File: config.mk
export PLATFORM = sky130hd
export DESIGN_NAME = bbs_keystream_xor_cipher
export DESIGN_NICKNAME = d
export VERILOG_FILES = /design/src/rtl/bbs_pkg.sv /design/src/rtl/bbs_ctrl.sv /design/src/rtl/bbs_dpath.sv /design/src/rtl/bbs_keystream_xor_cipher.sv
export SDC_FILE = /design/constraint.sdc
export NUM_CORES = 1
export LEC_CHECK = 0
export BUFFER_PORTS_ARGS = -buffer_cell sky130_fd_sc_hd__buf_2
export CAP_MARGIN = 10
export CORE_MARGIN = 4
export CORE_UTILIZATION = 35
export CTS_BUF_LIST = sky130_fd_sc_hd__clkbuf_16
export DETAILED_ROUTE_END_ITERATION = 16
export SLEW_MARGIN = 20
export SYNTH_ARGS = -nofsm -noshare
export SYNTH_HDL_FRONTEND = slang
export SYNTH_SLANG_ARGS = --single-unit
File: constraint.sdc
create_clock -name clock -period 7.1 [get_ports clock]
set_input_delay 0.355 -clock clock [delete_from_list [all_inputs] [get_ports clock]]
set_output_delay 0.355 -clock clock [all_outputs]
set_load 0.01 [all_outputs]
File: src/rtl/bbs_pkg.sv
// Shared constants and controller/datapath interface types for the BBS keystream cipher.
package bbs_pkg;

   localparam int MOD_WIDTH_DEF = 49;
   localparam logic [63:0] MODULUS_RESET = 64'd493104736333267;
   localparam logic [63:0] SEED_RESET = 64'd191;

   localparam logic CSR_MODULUS = 1'b0;
   localparam logic CSR_SEED = 1'b1;

   typedef struct packed {
      logic accept;
      logic red_step;
      logic sq_step;
      logic out_load;
   } cmd_type;

   typedef struct packed {
      logic bit_last;
      logic sq_last;
      logic out_free;
   } status_type;

endpackage

File: src/rtl/bbs_ctrl.sv
// Sequencing state machine: accept, reduce, eight squarings, result handoff.
module bbs_ctrl
   import bbs_pkg::*;
(
   input  logic       clock,
   input  logic       reset,
   input  logic       req_tvalid,
   output logic       req_tready,
   input  status_type status,
   output cmd_type    cmd
);

   localparam logic [1:0] ST_IDLE = 2'd0;
   localparam logic [1:0] ST_REDUCE = 2'd1;
   localparam logic [1:0] ST_SQUARE = 2'd2;
   localparam logic [1:0] ST_OUTPUT = 2'd3;

   logic [1:0] state_ff;
   logic [1:0] state_in;

   always_comb begin
      state_in = state_ff;
      cmd = '0;
      req_tready = 1'b0;
      unique case (state_ff)
         ST_IDLE: begin
            req_tready = 1'b1;
            cmd.accept = req_tvalid;
            if (req_tvalid) state_in = ST_REDUCE;
         end
         ST_REDUCE: begin
            cmd.red_step = 1'b1;
            if (status.bit_last) state_in = ST_SQUARE;
         end
         ST_SQUARE: begin
            cmd.sq_step = 1'b1;
            if (status.bit_last && status.sq_last) state_in = ST_OUTPUT;
         end
         ST_OUTPUT: begin
            if (status.out_free) begin
               cmd.out_load = 1'b1;
               state_in = ST_IDLE;
            end
         end
         default: state_in = ST_IDLE;
      endcase
   end

   always_ff @(posedge clock) begin
      if (reset) begin
         state_ff <= ST_IDLE;
      end else begin
         state_ff <= state_in;
      end
   end

endmodule

File: src/rtl/bbs_dpath.sv
// Datapath: config registers, generator value, bit-serial modular reduce and square, output register.
module bbs_dpath
   import bbs_pkg::*;
#(
   parameter int MOD_WIDTH = MOD_WIDTH_DEF
) (
   input  logic                 clock,
   input  logic                 reset,
   input  cmd_type              cmd,
   output status_type           status,
   input  logic                 csr_we,
   input  logic                 csr_index,
   input  logic [MOD_WIDTH-1:0] csr_wdata,
   input  logic [7:0]           req_data,
   input  logic                 req_restart,
   input  logic                 rsp_tready,
   output logic                 rsp_tvalid,
   output logic [15:0]          rsp_tdata
);

   localparam int CNT_W = $clog2(MOD_WIDTH);
   localparam logic [CNT_W-1:0] CNT_TOP = CNT_W'(MOD_WIDTH - 1);

   logic [MOD_WIDTH-1:0] modulus_ff;
   logic [MOD_WIDTH-1:0] seed_ff;
   logic [MOD_WIDTH-1:0] x_ff;
   logic [MOD_WIDTH-1:0] acc_ff;
   logic [MOD_WIDTH-1:0] acc_in;
   logic [CNT_W-1:0]     bit_cnt_ff;
   logic [2:0]           sq_cnt_ff;
   logic [7:0]           data_ff;
   logic [7:0]           key_ff;
   logic                 rsp_valid_ff;
   logic [15:0]          rsp_data_ff;

   logic                 mod_zero;
   logic                 cur_bit;
   logic [MOD_WIDTH:0]   mod_ext;
   logic [MOD_WIDTH:0]   red_sum;
   logic [MOD_WIDTH:0]   dbl_sum;
   logic [MOD_WIDTH:0]   dbl_red;
   logic [MOD_WIDTH:0]   add_sum;
   logic [MOD_WIDTH:0]   add_red;
   logic [2:0]           key_pos;

   assign mod_zero = (modulus_ff == '0);
   assign mod_ext = {1'b0, modulus_ff};
   assign cur_bit = x_ff[bit_cnt_ff];
   assign key_pos = {~sq_cnt_ff[2], sq_cnt_ff[1:0]};

   always_comb begin
      red_sum = {acc_ff, cur_bit};
      if (red_sum >= mod_ext) red_sum = red_sum - mod_ext;

      dbl_sum = {acc_ff, 1'b0};
      dbl_red = (dbl_sum >= mod_ext) ? dbl_sum - mod_ext : dbl_sum;
      add_sum = dbl_red + (cur_bit ? {1'b0, x_ff} : '0);
      add_red = (add_sum >= mod_ext) ? add_sum - mod_ext : add_sum;

      if (mod_zero) begin
         acc_in = '0;
      end else if (cmd.red_step) begin
         acc_in = red_sum[MOD_WIDTH-1:0];
      end else begin
         acc_in = add_red[MOD_WIDTH-1:0];
      end
   end

   assign status.bit_last = (bit_cnt_ff == '0);
   assign status.sq_last = (sq_cnt_ff == 3'd7);
   assign status.out_free = !rsp_valid_ff || rsp_tready;

   always_ff @(posedge clock) begin
      if (reset) begin
         modulus_ff <= MODULUS_RESET[MOD_WIDTH-1:0];
         seed_ff <= SEED_RESET[MOD_WIDTH-1:0];
      end else if (csr_we) begin
         unique case (csr_index)
            CSR_MODULUS: modulus_ff <= csr_wdata;
            CSR_SEED:    seed_ff <= csr_wdata;
            default:     ;
         endcase
      end
   end

   always_ff @(posedge clock) begin
      if (reset) begin
         x_ff <= SEED_RESET[MOD_WIDTH-1:0];
      end else if (cmd.accept) begin
         if (req_restart) x_ff <= seed_ff;
      end else if ((cmd.red_step || cmd.sq_step) && status.bit_last) begin
         x_ff <= acc_in;
      end
   end

   always_ff @(posedge clock) begin
      if (cmd.accept) begin
         data_ff <= req_data;
         acc_ff <= '0;
         bit_cnt_ff <= CNT_TOP;
         sq_cnt_ff <= '0;
      end else if (cmd.red_step || cmd.sq_step) begin
         if (status.bit_last) begin
            acc_ff <= '0;
            bit_cnt_ff <= CNT_TOP;
            if (cmd.sq_step) begin
               key_ff[key_pos] <= acc_in[0];
               sq_cnt_ff <= sq_cnt_ff + 3'd1;
            end
         end else begin
            acc_ff <= acc_in;
            bit_cnt_ff <= bit_cnt_ff - CNT_W'(1);
         end
      end
   end

   always_ff @(posedge clock) begin
      if (reset) begin
         rsp_valid_ff <= 1'b0;
      end else if (cmd.out_load) begin
         rsp_valid_ff <= 1'b1;
      end else if (rsp_tready) begin
         rsp_valid_ff <= 1'b0;
      end
   end

   always_ff @(posedge clock) begin
      if (cmd.out_load) rsp_data_ff <= {key_ff, data_ff ^ key_ff};
   end

   assign rsp_tvalid = rsp_valid_ff;
   assign rsp_tdata = rsp_data_ff;

endmodule

File: src/rtl/bbs_keystream_xor_cipher.sv
// Top level of the BBS keystream XOR cipher: controller plus datapath.
// One bit-serial modular unit does one reduction pass and eight squarings, one bit a cycle.
// Only one byte is in progress at a time; the next input is taken while a result waits.
// Reset (synchronous, active high): modulus and seed to defaults, generator value to 191,
// result register empty.
module bbs_keystream_xor_cipher
   import bbs_pkg::*;
#(
   parameter int MOD_WIDTH = MOD_WIDTH_DEF
) (
   input  logic                 clock,
   input  logic                 reset,
   input  logic                 req_tvalid,
   output logic                 req_tready,
   input  logic [7:0]           req_tdata,  // [7:0] data_byte
   input  logic                 req_tuser,  // [0] restart
   output logic                 rsp_tvalid,
   input  logic                 rsp_tready,
   output logic [15:0]          rsp_tdata,  // [7:0] out_byte, [15:8] key_byte
   input  logic                 csr_we,
   input  logic                 csr_index,
   input  logic [MOD_WIDTH-1:0] csr_wdata
);

   cmd_type    cmd;
   status_type status;

   bbs_ctrl u_ctrl (
      .clock      (clock),
      .reset      (reset),
      .req_tvalid (req_tvalid),
      .req_tready (req_tready),
      .status     (status),
      .cmd        (cmd)
   );

   bbs_dpath #(
      .MOD_WIDTH (MOD_WIDTH)
   ) u_dpath (
      .clock       (clock),
      .reset       (reset),
      .cmd         (cmd),
      .status      (status),
      .csr_we      (csr_we),
      .csr_index   (csr_index),
      .csr_wdata   (csr_wdata),
      .req_data    (req_tdata),
      .req_restart (req_tuser),
      .rsp_tready  (rsp_tready),
      .rsp_tvalid  (rsp_tvalid),
      .rsp_tdata   (rsp_tdata)
   );

endmodule

==> flow_summary.toml <==
[grt]
grt_use_total = 0.3001
antenna_found_initial = 4
grt_max_degree = 85
grt_pass1_wl_um = 148900
gr-total-overflow = 0
grt_pass1_vias = 24530

[synth]
synth_top_area_share = 0.1949
syn_area_per_cell_sq_um = 7.389
netlist_area_sq_um = 21370
syn_inst = 2892
synth_edf_count = 32
ys_types = 87
ys_seq_area_frac = 0.2398
synthTopCellsByArea = "dfxtp_1, ha_1, a21oi_1, nand2_1, xnor2_1"
async_flop_share = 0
yosys_warnings = 0
synth_area_leader_cell = "dfxtp_1"
ys_seq_elements = 240
syn-num-nets = 3116
yosys_most_used_dff = "dfxtp_1"

[timing]
timing.final.max_slew_violations = 0
maxSlewHeadroom = 0.2772
rsz0062_at_grt = "true"
fmax_mhz = 124.9
setup_viol = 106
worstMarginPinSlew_ps = 1084
period_share = 1.127
timing.final.ws_setup_ps = -904.5
period_minus_slack_ps = 8005
clock_skew_ps = 31.16
hold_viol = 0

[clock_network]
cts_root_buf = "clkbuf_16"
cts_buffer_depth = 3
htree_levels = 1
cts_buffers = 31
clock_sinks = 240
clk_latency_ps = 620
cts_tree = "done"
path_clk_slew_ps = 60

[floorplanning]
die_y_um = 255.1
coreArea_sq_um = 60360
boundaryPins = 82
die-area_sq_um = 65070
core.rowCount = 90
die_width_um = 255.1
start_util = 0.3540

[final_layout]
layout.cells.non_filler = 4651
num_antenna_cells = 0
fin_nets = 4069
syn2layout_area_growth_pct = 53.90
final_util = 0.5449
drive_gt1_frac = 0.3652

[run_status]
violations = "negative setup slack"
status = "finished with violations"

[route]
wl_per_cell_um = 21.99
routed_wl_um = 102300
ant_nets = 0
dr.pass1.iters = 6
vias_per_cell = 5.580
drtIter0Drc = 2365
via_count = 25950
drc_errors = 0

[power_and_ir_drop]
power_density_nw_per_um2 = 379.7
p_total_w = 0.01249
p_leak_nw = 14.64
ir_drop_mv = 0.2393

[critical_path]
cp_top_family = "compound AO/OA/AOI/OAI gates"
critical-path-slowest-cell = "mux4_2"
start_kind = "flip-flop"
path_max_fanout = 8
cp.required_ps = 7540
crit_top_cell = "o211ai_1"
endpoint_kind = "flip-flop"
crit_type = "reg -> reg"
crit_buf_inv = 6
slowest_delay_ps = 570
crit_arrival_ps = 8440

[run]
cap_violations = 0

[placed_design]
dpl.cell_count = 4484
port_buffers = 81
gp_congestion = 1.019
dp_hpwl_um = 78860

[min_path]
hp-class = "in -> reg"
-- layer usage --
| layer | wire length, um | GRT usage | vias to the layer above |
|---|---|---|---|
| met3 | 8852 | 0.05132 | 246 |
| met4 | 4989 | 0.1200 | 4 |
| li1 | - | - | 12320 |
| met5 | 28 | 0 | - |
| met2 | 44920 | 0.4815 | 1091 |
| met1 | 43500 | 0.4030 | 12290 |
-- report_power, final --
part	leakage (nW)	internal [W]	switching, W
registers	2.00	0.00162	0.000167
logic	12.1	0.00416	0.00484
clock network	0.523	0.00101	0.000697
-- synth_stat cells (all sizes together) (5+ instances only) --
| master | instances |
|---|---|
| a2111oi | 5 |
| a211o | 32 |
| a211oi | 48 |
| a21boi | 14 |
| a21o | 75 |
| a21oi | 342 |
| a221oi | 8 |
| a22o | 18 |
| a311oi | 7 |
| a31o | 5 |
| a31oi | 29 |
| and2 | 56 |
| and3 | 18 |
| and4 | 7 |
| buf | 60 |
| clkbuf | 123 |
| dfxtp | 208 |
| edfxtp | 32 |
| ha | 156 |
| inv | 112 |
| mux2 | 9 |
| mux2i | 30 |
| mux4 | 14 |
| nand2 | 411 |
| nand2b | 18 |
| nand3 | 37 |
| nand3b | 9 |
| nand4 | 53 |
| nor2 | 225 |
| nor2b | 22 |
| nor3 | 53 |
| nor4 | 22 |
| o211ai | 27 |
| o21a | 23 |
| o21ai | 230 |
| o21bai | 45 |
| o22ai | 24 |
| o31ai | 14 |
| or3 | 13 |
| xnor2 | 121 |
| xor2 | 75 |
-- what timing repair did --
item	CTS	global route
setup endpoints to repair	106	106
pin swaps	95	90
hold buffers	49	0
resized for setup	160	203
gates cloned	4	0
setup buffers	30	29
hold endpoints to repair	82	0
-- worst reg2reg max path: cells and delay by family, from the launching register on --
family,cells,cell delay (ps)
buf+inv,6,910
fa+ha+maj,2,440
compound gates,15,3320
xor+xnor,1,180
mux,3,1420
simple gates,4,1180
flops,1,370
-- flip-flops by register name (all words and copies together) (netlist names) --
name                count
u_dpath.acc_ff         49
u_dpath.modulus_ff     49
u_dpath.seed_ff        49
u_dpath.x_ff           49
u_dpath.rsp_tdata      16
u_dpath.data_ff         8
u_dpath.key_ff          8
u_dpath.bit_cnt_ff      6
u_dpath.sq_cnt_ff       3
u_ctrl.state_ff         2
u_dpath.rsp_tvalid      1
-- placed cells by master, fill, tap and decap left out, types with 22 or more instances in the layout --
master and instances:
a211o_1 31, a211oi_1 29, a21o_1 75, a21oi_1 302, a21oi_2 38, a31oi_1 24
and2_1 43, buf_2 80, buf_4 928, clkbuf_16 32, dfxtp_1 202, dlygate4sd3_1 49
edfxtp_1 32, ha_1 116, ha_4 34, inv_1 101, nand2_1 400, nand3_1 33
nand4_1 53, nor2_1 205, nor3_1 44, o211ai_1 25, o21a_1 22, o21ai_0 156
o21ai_1 54, o21bai_1 45, xnor2_1 119, xor2_1 74
-- logic make-up (layout without fill, tap and decap cells) --
family                     after synthesis  in the layout  share of synthesized area
AOI/OAI and AO/OA                      990            990                     0.2905
DFF                                    240            240                     0.2398
buffers and inverters                  295           1271                    0.05574
adders and majority gates              160            160                    0.09509
and+or+nand+nor                        958            959                     0.2049
muxes                                   53             53                    0.03355
xor gates and xnor gates               196            196                    0.08033
-- final timing paths --
path,from,endpoint,slack (ps),cells past startpoint
min,csr_wdata[40],u_dpath.modulus_ff[40]$_SDFFE_PP0P_,30,3
min reg2reg,u_dpath.seed_ff[23]$_SDFFE_PP0P_,u_dpath.seed_ff[23]$_SDFFE_PP0P_,460,2
max,u_dpath.bit_cnt_ff[0]$_SDFFE_PP0N_,u_dpath.x_ff[43]$_SDFFE_PP0P_,-900,31
max reg2reg,u_dpath.bit_cnt_ff[0]$_SDFFE_PP0N_,u_dpath.x_ff[43]$_SDFFE_PP0P_,-900,31
-- layout make-up --
type	instances	area [sq um]
clock buffers	31	775.7
fillers	5655	27470
well taps	782	978.4
clock inverters	26	292.8
inverters	112	420.4
flip-flops and latches	240	5135
multi-input cells	2358	16710
repair buffers	1102	8576
-- metrics by stage --
step           area (sq um)  hold slack, ps  setup slack (ps)  TNS (ps)
5_1_grt               32890           18.03             -1013    -87190
6_report              32890           31.63            -904.5    -75660
4_1_cts               31760          0.4686            -733.8    -64890
3_5_place_dp          29180           446.4             -1801   -174150
2_1_floorplan         21580           431.9            -163.2     -2981
3_3_place_gp          29170           439.5             -1670   -164110
(Power assumes the default switching activity.)
